==> config.mk <==
export PLATFORM = sky130hd
export DESIGN_NAME = interval_timer_three_channel
export DESIGN_NICKNAME = d
export VERILOG_FILES = /design/src/rtl/core/itc3_pkg.sv /design/src/rtl/core/itc3_channel.sv /design/src/rtl/core/interval_timer_three_channel.sv
export SDC_FILE = /design/constraint.sdc
export NUM_CORES = 1
export LEC_CHECK = 0
export ABC_AREA = 1
export BUFFER_PORTS_ARGS = -buffer_cell sky130_fd_sc_hd__buf_2
export CAP_MARGIN = 20
export CORE_MARGIN = 2
export CORE_UTILIZATION = 65
export CTS_BUF_LIST = sky130_fd_sc_hd__clkbuf_4
export DETAILED_ROUTE_END_ITERATION = 6
export PLACE_DENSITY = 0.86
export SYNTH_ARGS = -nofsm -noshare
export SYNTH_HDL_FRONTEND = slang
export SYNTH_SLANG_ARGS = --single-unit
==> constraint.sdc <==
create_clock -name clk_i -period 2.9 [get_ports clk_i]
set_input_delay 0.29 -clock clk_i [delete_from_list [all_inputs] [get_ports clk_i]]
set_output_delay 0.29 -clock clk_i [all_outputs]
set_load 0.005 [all_outputs]
==> src/rtl/core/itc3_pkg.sv <==
// package: item types, codes and shared helpers for the three-channel interval timer
`timescale 1ns / 1ps

package itc3_pkg;

  localparam int NUM_CHANNELS = 3;
  // width of the padded out level vector, at least the three result fields
  localparam int LVL_W = (NUM_CHANNELS > 3) ? NUM_CHANNELS : 3;

  typedef enum logic [1:0] {
    KIND_TICK  = 2'd0,
    KIND_WRITE = 2'd1,
    KIND_READ  = 2'd2,
    KIND_GATE  = 2'd3
  } itc3_kind_e;

  // address of the control word register, also the read-back channel code
  localparam logic [1:0] CTRL_ADDR = 2'd3;

  typedef enum logic [1:0] {
    ACC_LATCH = 2'd0,
    ACC_LOW   = 2'd1,
    ACC_HIGH  = 2'd2,
    ACC_BOTH  = 2'd3
  } itc3_access_e;

  typedef enum logic [2:0] {
    MODE_INT_TC   = 3'd0,
    MODE_ONE_SHOT = 3'd1,
    MODE_RATE     = 3'd2,
    MODE_SQUARE   = 3'd3,
    MODE_SW_STB   = 3'd4,
    MODE_HW_STB   = 3'd5
  } itc3_mode_e;

  localparam logic [15:0] HI_MASK = 16'hFF00;
  localparam logic [15:0] LO_MASK = 16'h00FF;
  localparam logic [7:0]  CTRL_READ_BYTE = 8'hFF;

  typedef struct packed {
    logic [1:0] kind;
    logic [1:0] reg_address;
    logic [7:0] write_data;
    logic [1:0] gate_channel;
    logic       gate_level;
  } itc3_in_t;

  typedef struct packed {
    logic [7:0] read_data;
    logic       out_level_0;
    logic       out_level_1;
    logic       out_level_2;
  } itc3_out_t;

  // per-channel command for one processed request
  typedef struct packed {
    logic       tick;
    logic       wr_ctrl;
    logic       wr_count;
    logic       rd;
    logic       gate;
    logic [7:0] data;
    logic       level;
  } itc3_cmd_t;

  // modes 6 and 7 alias to 2 and 3
  function automatic itc3_mode_e map_mode(logic [2:0] raw);
    itc3_mode_e m;
    case (raw)
      3'd6:    m = MODE_RATE;
      3'd7:    m = MODE_SQUARE;
      default: m = itc3_mode_e'(raw);
    endcase
    return m;
  endfunction

endpackage

==> src/rtl/core/itc3_channel.sv <==
// one timer channel: its state registers and single-pass next-state logic
`timescale 1ns / 1ps

module itc3_channel
  import itc3_pkg::*;
(
  input  logic      clk_i,
  input  logic      rst_ni,
  input  itc3_cmd_t cmd_i,
  output logic [7:0] rd_byte_o,
  output logic       out_next_o
);

  logic [15:0]  cnt_q, cnt_d;
  logic [15:0]  reload_q, reload_d;
  logic [15:0]  latch_q, latch_d;
  logic         lv_q, lv_d;
  itc3_mode_e   mode_q, mode_d;
  logic         bcd_q, bcd_d;
  itc3_access_e form_q, form_d;
  logic         wln_q, wln_d;
  logic         rln_q, rln_d;
  logic         armed_q, armed_d;
  logic         loaded_q, loaded_d;
  logic         gate_q, gate_d;
  logic         out_q, out_d;

  logic [15:0]  rd_val;
  logic [15:0]  dec_one;
  logic [15:0]  dec_two;
  itc3_mode_e   new_mode;
  logic         rise;

  assign rd_val   = lv_q ? latch_q : cnt_q;
  assign dec_one  = cnt_q - 16'd1;
  assign dec_two  = cnt_q - 16'd2;
  assign new_mode = map_mode(cmd_i.data[3:1]);
  assign rise     = !gate_q && cmd_i.level;

  // byte the channel returns on a read of its count register
  always_comb begin
    case (form_q)
      ACC_LOW:  rd_byte_o = rd_val[7:0];
      ACC_HIGH: rd_byte_o = rd_val[15:8];
      ACC_BOTH: rd_byte_o = rln_q ? rd_val[7:0] : rd_val[15:8];
      default:  rd_byte_o = 8'd0;
    endcase
  end

  always_comb begin
    cnt_d    = cnt_q;
    reload_d = reload_q;
    latch_d  = latch_q;
    lv_d     = lv_q;
    mode_d   = mode_q;
    bcd_d    = bcd_q;
    form_d   = form_q;
    wln_d    = wln_q;
    rln_d    = rln_q;
    armed_d  = armed_q;
    loaded_d = loaded_q;
    gate_d   = gate_q;
    out_d    = out_q;

    if (cmd_i.tick) begin
      if (!armed_q) begin
        // end of the terminal strobe
        if (loaded_q && (mode_q == MODE_SW_STB || mode_q == MODE_HW_STB) && !out_q) begin
          out_d = 1'b1;
        end
      end else if (!loaded_q) begin
        // nothing loaded yet
      end else if (!gate_q && mode_q != MODE_ONE_SHOT && mode_q != MODE_HW_STB) begin
        // gated off
      end else if (mode_q == MODE_SQUARE) begin
        cnt_d = dec_two;
        if (dec_two[15:1] == 15'd0) begin
          out_d = !out_q;
          cnt_d = reload_q;
        end
      end else begin
        cnt_d = dec_one;
        case (mode_q)
          MODE_INT_TC: begin
            if (dec_one == 16'd0) out_d = 1'b1;
          end
          MODE_ONE_SHOT: begin
            if (dec_one == 16'd0) begin
              out_d   = 1'b1;
              armed_d = 1'b0;
            end
          end
          MODE_RATE: begin
            if (dec_one == 16'd1) begin
              out_d = 1'b0;
            end else if (dec_one == 16'd0) begin
              out_d = 1'b1;
              cnt_d = reload_q;
            end
          end
          default: begin
            if (dec_one == 16'd0) begin
              out_d   = 1'b0;
              armed_d = 1'b0;
            end else if (!out_q) begin
              out_d = 1'b1;
            end
          end
        endcase
      end
    end

    if (cmd_i.wr_ctrl) begin
      if (itc3_access_e'(cmd_i.data[5:4]) == ACC_LATCH) begin
        latch_d = cnt_q;
        lv_d    = 1'b1;
        rln_d   = 1'b1;
      end else begin
        mode_d   = new_mode;
        bcd_d    = cmd_i.data[0];
        form_d   = itc3_access_e'(cmd_i.data[5:4]);
        wln_d    = itc3_access_e'(cmd_i.data[5:4]) != ACC_HIGH;
        rln_d    = itc3_access_e'(cmd_i.data[5:4]) != ACC_HIGH;
        armed_d  = 1'b0;
        loaded_d = 1'b0;
        out_d    = new_mode != MODE_INT_TC;
      end
    end

    if (cmd_i.wr_count) begin
      case (form_q)
        ACC_LOW: begin
          reload_d = {8'd0, cmd_i.data};
          cnt_d    = {8'd0, cmd_i.data};
          loaded_d = 1'b1;
          armed_d  = 1'b1;
        end
        ACC_HIGH: begin
          reload_d = {cmd_i.data, 8'd0};
          cnt_d    = {cmd_i.data, 8'd0};
          loaded_d = 1'b1;
          armed_d  = 1'b1;
        end
        ACC_BOTH: begin
          if (wln_q) begin
            reload_d = (reload_q & HI_MASK) | {8'd0, cmd_i.data};
            wln_d    = 1'b0;
          end else begin
            reload_d = (reload_q & LO_MASK) | {cmd_i.data, 8'd0};
            cnt_d    = (reload_q & LO_MASK) | {cmd_i.data, 8'd0};
            loaded_d = 1'b1;
            armed_d  = 1'b1;
            wln_d    = 1'b1;
          end
        end
        default: begin
        end
      endcase
    end

    if (cmd_i.rd) begin
      case (form_q)
        ACC_LOW, ACC_HIGH: lv_d = 1'b0;
        ACC_BOTH: begin
          if (rln_q) begin
            rln_d = 1'b0;
          end else begin
            rln_d = 1'b1;
            lv_d  = 1'b0;
          end
        end
        default: begin
        end
      endcase
    end

    if (cmd_i.gate) begin
      gate_d = cmd_i.level;
      if (rise) begin
        if (mode_q == MODE_ONE_SHOT || mode_q == MODE_HW_STB) begin
          cnt_d   = reload_q;
          out_d   = 1'b0;
          armed_d = 1'b1;
        end else if (mode_q == MODE_RATE || mode_q == MODE_SQUARE) begin
          cnt_d   = reload_q;
          armed_d = 1'b1;
        end
      end
      if (!cmd_i.level && (mode_q == MODE_RATE || mode_q == MODE_SQUARE)) begin
        out_d = 1'b1;
      end
    end
  end

  assign out_next_o = out_d;

  always_ff @(posedge clk_i or negedge rst_ni) begin
    if (!rst_ni) begin
      cnt_q    <= 16'd0;
      reload_q <= 16'd0;
      latch_q  <= 16'd0;
      lv_q     <= 1'b0;
      mode_q   <= MODE_INT_TC;
      bcd_q    <= 1'b0;
      form_q   <= ACC_LATCH;
      wln_q    <= 1'b1;
      rln_q    <= 1'b1;
      armed_q  <= 1'b0;
      loaded_q <= 1'b0;
      gate_q   <= 1'b1;
      out_q    <= 1'b1;
    end else begin
      cnt_q    <= cnt_d;
      reload_q <= reload_d;
      latch_q  <= latch_d;
      lv_q     <= lv_d;
      mode_q   <= mode_d;
      bcd_q    <= bcd_d;
      form_q   <= form_d;
      wln_q    <= wln_d;
      rln_q    <= rln_d;
      armed_q  <= armed_d;
      loaded_q <= loaded_d;
      gate_q   <= gate_d;
      out_q    <= out_d;
    end
  end

endmodule

==> src/rtl/core/interval_timer_three_channel.sv <==
// top level: request register, channel array, result register
`timescale 1ns / 1ps

// three-channel interval timer. each request (tick, register write, register
// read or gate change) is captured in an input register, worked through all
// channels in one combinational pass, and its result (read byte plus the three
// out levels) lands in the result register on the same edge the channel state
// updates. throughput is one request per clock while out_stall_i is low; a
// request moves from the input register to the result register, raising
// out_valid_o, once the result register is free or draining. the result
// register holds while out_stall_i is high and the input register keeps
// taking a request until it too is full, so the input stalls only when both
// stages are waiting.
// reads of the control address return 0xff; all other non-read requests
// return a read byte of zero.
module interval_timer_three_channel
  import itc3_pkg::*;
(
  input  logic      clk_i,
  input  logic      rst_ni,
  input  logic      in_valid_i,
  output logic      in_stall_o,
  input  itc3_in_t  in_data_i,
  output logic      out_valid_o,
  input  logic      out_stall_i,
  output itc3_out_t out_data_o
);

  // input request register
  logic     in_vld_q;
  itc3_in_t in_req_q;

  // result register
  logic      out_vld_q;
  itc3_out_t out_res_q, out_res_d;

  logic advance;
  logic in_take;

  itc3_cmd_t  cmd  [NUM_CHANNELS];
  logic [7:0] ch_rd[NUM_CHANNELS];
  logic [LVL_W-1:0] ch_lvl;
  logic [7:0] rd_sel;

  // the pass runs when a request waits and the result slot is free or draining
  assign advance    = in_vld_q && (!out_vld_q || !out_stall_i);
  assign in_stall_o = in_vld_q && !advance;
  assign in_take    = in_valid_i && !in_stall_o;

  always_ff @(posedge clk_i or negedge rst_ni) begin
    if (!rst_ni) begin
      in_vld_q <= 1'b0;
    end else if (in_take) begin
      in_vld_q <= 1'b1;
    end else if (advance) begin
      in_vld_q <= 1'b0;
    end
  end

  always_ff @(posedge clk_i) begin
    if (in_take) begin
      in_req_q <= in_data_i;
    end
  end

  // per-channel decode of the request
  for (genvar c = 0; c < NUM_CHANNELS; c++) begin : g_ch
    always_comb begin
      cmd[c].tick     = advance && in_req_q.kind == KIND_TICK;
      cmd[c].wr_ctrl  = advance && in_req_q.kind == KIND_WRITE &&
                        in_req_q.reg_address == CTRL_ADDR &&
                        in_req_q.write_data[7:6] != CTRL_ADDR &&
                        int'(in_req_q.write_data[7:6]) == c;
      cmd[c].wr_count = advance && in_req_q.kind == KIND_WRITE &&
                        in_req_q.reg_address != CTRL_ADDR &&
                        int'(in_req_q.reg_address) == c;
      cmd[c].rd       = advance && in_req_q.kind == KIND_READ &&
                        in_req_q.reg_address != CTRL_ADDR &&
                        int'(in_req_q.reg_address) == c;
      cmd[c].gate     = advance && in_req_q.kind == KIND_GATE &&
                        int'(in_req_q.gate_channel) == c;
      cmd[c].data     = in_req_q.write_data;
      cmd[c].level    = in_req_q.gate_level;
    end

    itc3_channel u_chan (
      .clk_i      (clk_i),
      .rst_ni     (rst_ni),
      .cmd_i      (cmd[c]),
      .rd_byte_o  (ch_rd[c]),
      .out_next_o (ch_lvl[c])
    );
  end

  // result fields for channels that are not built read zero
  for (genvar p = NUM_CHANNELS; p < LVL_W; p++) begin : g_pad
    assign ch_lvl[p] = 1'b0;
  end

  // read byte select
  always_comb begin
    rd_sel = 8'd0;
    if (in_req_q.kind == KIND_READ) begin
      if (in_req_q.reg_address == CTRL_ADDR) begin
        rd_sel = CTRL_READ_BYTE;
      end else begin
        for (int i = 0; i < NUM_CHANNELS; i++) begin
          if (int'(in_req_q.reg_address) == i) rd_sel = ch_rd[i];
        end
      end
    end
  end

  always_comb begin
    out_res_d.read_data   = rd_sel;
    out_res_d.out_level_0 = ch_lvl[0];
    out_res_d.out_level_1 = ch_lvl[1];
    out_res_d.out_level_2 = ch_lvl[2];
  end

  always_ff @(posedge clk_i or negedge rst_ni) begin
    if (!rst_ni) begin
      out_vld_q <= 1'b0;
    end else if (advance) begin
      out_vld_q <= 1'b1;
    end else if (!out_stall_i) begin
      out_vld_q <= 1'b0;
    end
  end

  always_ff @(posedge clk_i) begin
    if (advance) begin
      out_res_q <= out_res_d;
    end
  end

  assign out_valid_o = out_vld_q;
  assign out_data_o  = out_res_q;

  // a stalled input means both stages are full and the result is blocked
  a_stall_cause: assert property (@(posedge clk_i) disable iff (!rst_ni)
    in_stall_o |-> (out_valid_o && out_stall_i))
    else $error("input stalled without a blocked result");

  // a control address read yields 0xff
  a_ctrl_read: assert property (@(posedge clk_i) disable iff (!rst_ni)
    (advance && in_req_q.kind == KIND_READ && in_req_q.reg_address == CTRL_ADDR)
    |=> (out_valid_o && out_data_o.read_data == CTRL_READ_BYTE))
    else $error("control read did not return 0xff");

  // only reads carry a nonzero byte
  a_nonread_zero: assert property (@(posedge clk_i) disable iff (!rst_ni)
    (advance && in_req_q.kind != KIND_READ) |=> (out_data_o.read_data == 8'd0))
    else $error("non-read request returned a nonzero byte");

endmodule
==> impl_metrics.tcl, run 1 <==
set metrics [dict create \
    outcome "completed" \
    synth_area_leaders "dfrtp_1, nand2_1, inv_1, nor2_1, nand3_1" \
    crit_required_ns 3.53 \
    wl_per_cell_um 18.93 \
    hold_viol 0 \
    tightestPinTransition_ns 0.9973 \
    grt_pass1_wl_um 93090 \
    cts_root_buf "clkbuf_4" \
    drt-initial-drc-count 2492 \
    synthSimpleGateAreaFrac 0.3926 \
    dpl-instance-area_mm2 0.01766 \
    dp_cells 3069 \
    synth_xor_area_frac 0.01672 \
    layout_commonest_cell "nand2_1" \
    synth-seq-cells 208 \
    synth_area_mm2 0.01677 \
    period_share 0.9588 \
    clkTransAtPathRegs_ns 0.09 \
    netlist.area_leader.share 0.2537 \
    grt_pass1_vias 17880 \
    cts_made_buffers 56 \
    clk_latency_ns 0.77 \
    synthCells 2718 \
    max_slew_margin 0.3344 \
    post-dp-hpwl_um 42720 \
    final_cells 3213 \
    p_leak_nw 9.671 \
    die_y_um 164.6 \
    cp-start-kind "flip-flop" \
    drive_gt1_frac 0.1350 \
    synth_top_family_by_area "simple AND/OR/NAND/NOR gates" \
    io_pins 32 \
    globalplace.congestion 1.065 \
    overflow 0 \
    drc 0 \
    arrival_ns 3.41 \
    tritoncts "built" \
    synth.avg_cell_area_um2 6.169 \
    portBuffers 31 \
    nets 2883 \
    grt_use_total 0.4397 \
    initial_core_util 0.6639 \
    layout_common_cells "nand2_1, inv_1, nor2_1" \
    clockBufferDepth 3 \
    fp.dieW_um 164.6 \
    via_per_inst 6.079 \
    synth-compound-area-share 0.1404 \
    finalSetupViolCount 0 \
    clock-sinks 208 \
    slew_violations 0 \
    antenna_found_initial 2 \
    ant_nets 0 \
    final_area_mm2 0.01899 \
    synth_cell_types 50 \
    hold_class "input pin to async pin" \
    core-area_mm2 0.02525 \
    synth_mux_area_frac 0.01134 \
    yosysTopAreaCell "dfrtp_1" \
    r2r-start "g_ch[2].u_chan.cnt_q[1]$_DFF_PN0_" \
    p_total_mw 15.75 \
    synthAdderAreaFrac 0.02239 \
    totalWireLength_um 60830 \
    vias 19530 \
    worstPathMaxFanout 5 \
    min_period_ns 2.781 \
    max-vdd-ir-drop_v 0.0005907 \
    fmax_ghz 0.3596 \
    htreeDepth 2 \
    skew_ns 0.08255 \
    crit_path_end_kind "flip-flop" \
    ys_warn_count 0 \
    syn_to_final_growth_pct 13.24 \
    yosysSeqAreaShare 0.3191 \
    p_per_area_mw_per_mm2 829.4 \
    synth_nets 2767 \
    drv_cap 0 \
    final_util 0.7518 \
    grt_start_max_net_pins 70 \
    startpoint "g_ch[2].u_chan.cnt_q[1]$_DFF_PN0_" \
    rows 58 \
    drt_first_pass_iters 7 \
    path_class "flip-flop to flip-flop" \
    die_area_mm2 0.02710 \
]
==> through the flow <==
step                      hold WS, ns  TNS (ns)  setup slack, ns
after detailed placement       0.3393  -0.01372         -0.01372
after global routing           0.1673   -0.2650         -0.07022
after global placement         0.3281         0         0.002205
after CTS                      0.1371         0         0.009510
after floorplan             -0.005591         0           0.3768
final                          0.1269         0           0.1194
==> repair_timing <==
action                                  CTS  global route
hold endpoints to repair                 82             0
pin swaps                                 0             9
hold buffers                             19             0
resized for setup                         3            80
gates cloned                              0             4
setup buffers                             0            14
endpoints found under the setup margin    4            84
==> worst paths after layout <==
path	endpoint	slack, ns	depth (start not counted)
min in group clk_i	cmd[5]$_DFFE_PP_	0.26	2
hold reg to reg	g_ch[1].u_chan.cnt_q[14]$_DFF_PN0_	0.49	2
hold / removal	g_ch[0].u_chan.cnt_q[2]$_DFF_PN0_	0.13	2
setup reg to reg	g_ch[2].u_chan.cnt_q[0]$_DFF_PN0_	0.12	21
setup / recovery	g_ch[2].u_chan.cnt_q[0]$_DFF_PN0_	0.12	21
max in group asynchronous	g_ch[1].u_chan.cnt_q[7]$_DFF_PN0_	1.93	3
==> metal layers <==
metal	wire length, um	track usage
met5	0	0
met1	23160	0.5872
met4	3321	0.2237
met2	25760	0.6520
met3	8596	0.1253
==> logic make-up after synthesis <==
family	Yosys count
and+or+nand+nor	1567
buffers and inverters	421
xor gates and xnor gates	32
adders and majority gates	30
muxes	19
DFF	208
AOI/OAI and AO/OA	441
==> worst max-delay path: stages, from the launching register on <==
cell	delay (ns)
dfrtp_1	0.39
inv_4	0.08
ha_4	0.18
nand2_1	0.09
nand2_2	0.10
nor2_4	0.14
nand2_1	0.07
nand2_1	0.06
nand2_1	0.12
nor2_2	0.12
nand2_2	0.09
nor2_4	0.12
buf_4	0.13
nand4_1	0.21
nand2_1	0.14
nand3_1	0.07
nand3_1	0.11
nand3_1	0.08
nand3_1	0.10
nand2_1	0.07
nand2_1	0.09
nand2_1	0.07
==> Yosys cell counts (all sizes together) <==
master,instances
nor3,23
and2,3
mux2i,19
xor2,29
a32oi,1
nand2,1004
a211oi,9
ha,30
nand3b,2
inv,303
o21bai,1
xnor2,3
o21a,1
edfxtp,26
clkbuf,81
a41oi,4
o311ai,2
nand3,192
o22ai,25
nand4,34
dfrtp,170
buf,32
or2,5
o211ai,3
a21oi,169
a22oi,16
and3,1
a31oi,8
dfstp,12
nor2,303
o21ai,202
clkinv,5
==> state kept, by name, indices dropped and copies added (netlist names) <==
| signal | cells |
|---|---|
| out_valid_o | 1 |
| g_ch.u_chan.gate_q | 3 |
| g_ch.u_chan.latch_q | 48 |
| g_ch.u_chan.out_q | 3 |
| g_ch.u_chan.mode_q | 9 |
| in_vld_q | 1 |
| g_ch.u_chan.form_q | 6 |
| in_req_q | 6 |
| g_ch.u_chan.lv_q | 3 |
| g_ch.u_chan.rln_q | 3 |
| g_ch.u_chan.wln_q | 3 |
| g_ch.u_chan.reload_q | 48 |
| out_data_o | 11 |
| g_ch.u_chan.armed_q | 3 |
| cmd | 9 |
| g_ch.u_chan.cnt_q | 48 |
| g_ch.u_chan.loaded_q | 3 |
==> where the power goes <==
group | internal, mW | switching, mW | leakage, nW | total [mW]
clock network | 1.36 | 1.40 | 0.435 | 2.76
registers | 3.63 | 0.981 | 2.37 | 4.61
logic | 2.76 | 5.62 | 6.87 | 8.38
==> cell type report <==
| type | count | area, um^2 |
|---|---|---|
| sequential | 208 | 5359 |
| antenna | 2 | 5.005 |
| clock inverter | 26 | 141.4 |
| fill | 2024 | 6267 |
| inverter | 308 | 1172 |
| tap | 330 | 412.9 |
| clock buffer | 79 | 593.1 |
| multi-input combinational | 2090 | 10010 |
| timing repair inverter | 2 | 15.01 |
| timing repair buffer | 168 | 1274 |
Note: power is estimated with default switching activity, not from simulation.
==> run 2, diff against run 1 <==
- RECOVER_POWER: default -> 25
==> run 2 against run 1 <==
  * The run now ends with capacitance limit, slew limit left
  * Core utilization down 0.094 points
  * First-iteration DRC count up 0.48%
  * Setup slack worse by 0.0025 ns
  * Wire length about the same
  * Sequential power about the same
  * Final cell count unchanged
  * Clock skew up 0.0020 ns
  * Via count down 0.33%
  * Sequential share of layout area about the same
==> impl_metrics.tcl, run 2 (synthesis gave the netlist of run 1 again) <==
set metrics [dict create \
    clkTransAtPathRegs_ns 0.07 \
    wl_per_cell_um 18.92 \
    max_slew_margin -0.2179 \
    antenna_found_initial 2 \
    crit_path_end_kind "flip-flop" \
    cts_root_buf "clkbuf_4" \
    p_leak_nw 9.663 \
    grt_pass1_vias 17880 \
    fillCellCount 2027 \
    drt-initial-drc-count 2504 \
    layout_common_cells "nand2_1, inv_1, nor2_1" \
    critPathMaxStageDelay_ns 0.39 \
    globalplace.congestion 1.065 \
    post-dp-hpwl_um 42720 \
    die_area_mm2 0.02710 \
    worst-path-buf-inv 2 \
    ant_nets 0 \
    hold_viol 0 \
    fmax_ghz 0.3593 \
    clock-sinks 208 \
    cts_made_buffers 56 \
    path_delay_family "simple AND/OR/NAND/NOR gates" \
    slowest_stage "dfrtp_1" \
    totalWireLength_um 60790 \
    arrival_ns 3.42 \
    skew_ns 0.08451 \
    path_common_cell "nand2_1" \
    violations "capacitance limit, slew limit" \
    io_pins 32 \
    grt_pass1_wl_um 93090 \
    overflow 0 \
    drive_gt1_frac 0.1350 \
    clockBufferDepth 3 \
    drv_cap 1 \
    finalSetupViolCount 0 \
    worstPathMaxFanout 5 \
    tritoncts "built" \
    portBuffers 31 \
    worstPathCellList "inv_4 > ha_4 > nand2_1 > nand2_2 > nor2_4 > nand2_1 > nand2_1 > nand2_1 > nor2_2 > nand2_2 > nor2_4 > buf_4 > nand4_1 > nand2_1 > nand3_1 > nand3_1 > nand3_1 > nand3_1 > nand2_1 > nand2_1 > nand2_1" \
    via_per_inst 6.059 \
    syn_to_final_growth_pct 13.10 \
    p_total_mw 15.74 \
    fp.dieW_um 164.6 \
    dp_cells 3069 \
    drt_first_pass_iters 7 \
    path_class "flip-flop to flip-flop" \
    period_share 0.9597 \
    clk_latency_ns 0.77 \
    grt_use_total 0.4397 \
    dpl-instance-area_mm2 0.01766 \
    nets 2883 \
    slew_violations 70 \
    tightestPinTransition_ns 1.827 \
    drc 0 \
    core-area_mm2 0.02525 \
    final_area_mm2 0.01896 \
    final_cells 3213 \
    outcome "finished, violations left" \
    crit_required_ns 3.53 \
    min_period_ns 2.783 \
    initial_core_util 0.6639 \
    hold-worst-slack_ns 0.2616 \
    max-vdd-ir-drop_v 0.0005888 \
    cp-start-kind "flip-flop" \
    vias 19470 \
    die_y_um 164.6 \
    grt_start_max_net_pins 70 \
    reg.largest.list "g_ch.u_chan.cnt_q: 48 flops, g_ch.u_chan.latch_q: 48 flops, g_ch.u_chan.reload_q: 48 flops" \
    layout_commonest_cell "nand2_1" \
    hold_class "input pin to flip-flop" \
    rows 58 \
    htreeDepth 2 \
    p_per_area_mw_per_mm2 829.8 \
]
==> run 2: layer usage <==
| layer | share of wire | global-route usage | vias to the layer above |
|---|---|---|---|
| met1 | 0.38 | 0.5872 | 8853 |
| met2 | 0.42 | 0.6520 | 1357 |
| li1 | - | - | 8971 |
| met4 | 0.055 | 0.2237 | 0 |
| met3 | 0.14 | 0.1253 | 285 |
| met5 | 0 | 0 | - |
==> run 2: final timing paths <==
kind	start	end	slack (ns)	cells after the start
worst max-delay path	g_ch[2].u_chan.cnt_q[1]$_DFF_PN0_	g_ch[2].u_chan.cnt_q[0]$_DFF_PN0_	0.12	21
worst min-delay path	in_data_i[7]	cmd[5]$_DFFE_PP_	0.26	2
worst min register to register	g_ch[2].u_chan.latch_q[11]$_DFFE_PN0P_	g_ch[2].u_chan.latch_q[11]$_DFFE_PN0P_	0.49	2
max in group asynchronous	rst_ni	g_ch[2].u_chan.cnt_q[8]$_DFF_PN0_	0.46	3
min in group asynchronous	rst_ni	g_ch[0].u_chan.cnt_q[2]$_DFF_PN0_	0.58	2
worst max register to register	g_ch[2].u_chan.cnt_q[1]$_DFF_PN0_	g_ch[2].u_chan.cnt_q[0]$_DFF_PN0_	0.12	21
==> run 2: what timing repair did <==
item	CTS	global route
resized for setup	3	80
pin swaps	0	9
cloned	0	4
setup endpoints to repair	4	84
setup buffers	0	14
hold buffers	19	0
endpoints found under the hold margin	82	0
==> run 2: area by class of cell <==
class,instances,area (um^2),area share
clock inverter,26,141.4,0.007456
sequential,208,5359,0.2826
clock buffer,79,593.1,0.03127
antenna,2,5.005,0.0002639
multi-input combinational,2090,10010,0.5281
timing repair buffer,168,1250,0.06591
timing repair inverter,2,15.01,0.0007918
tap,330,412.9,0.02177
inverter,308,1172,0.06182
==> run 2: per-stage QoR <==
step	setup TNS, ns	setup WS [ns]	utilization
final	0	0.1168	0.7509
after global routing	-0.2650	-0.07022	0.7509
after CTS	0	0.009510	0.7365
after detailed placement	-0.01372	-0.01372	0.6995
after global placement	0	0.002205	0.6995
after floorplan	0	0.3768	-
==> run 2: report_power, final <==
part | leakage, nW | switching [mW] | internal, mW
clock network | 0.435 | 1.40 | 1.36
registers | 2.37 | 0.981 | 3.63
logic | 6.86 | 5.61 | 2.75
total | 9.66 | 7.99 | 7.74
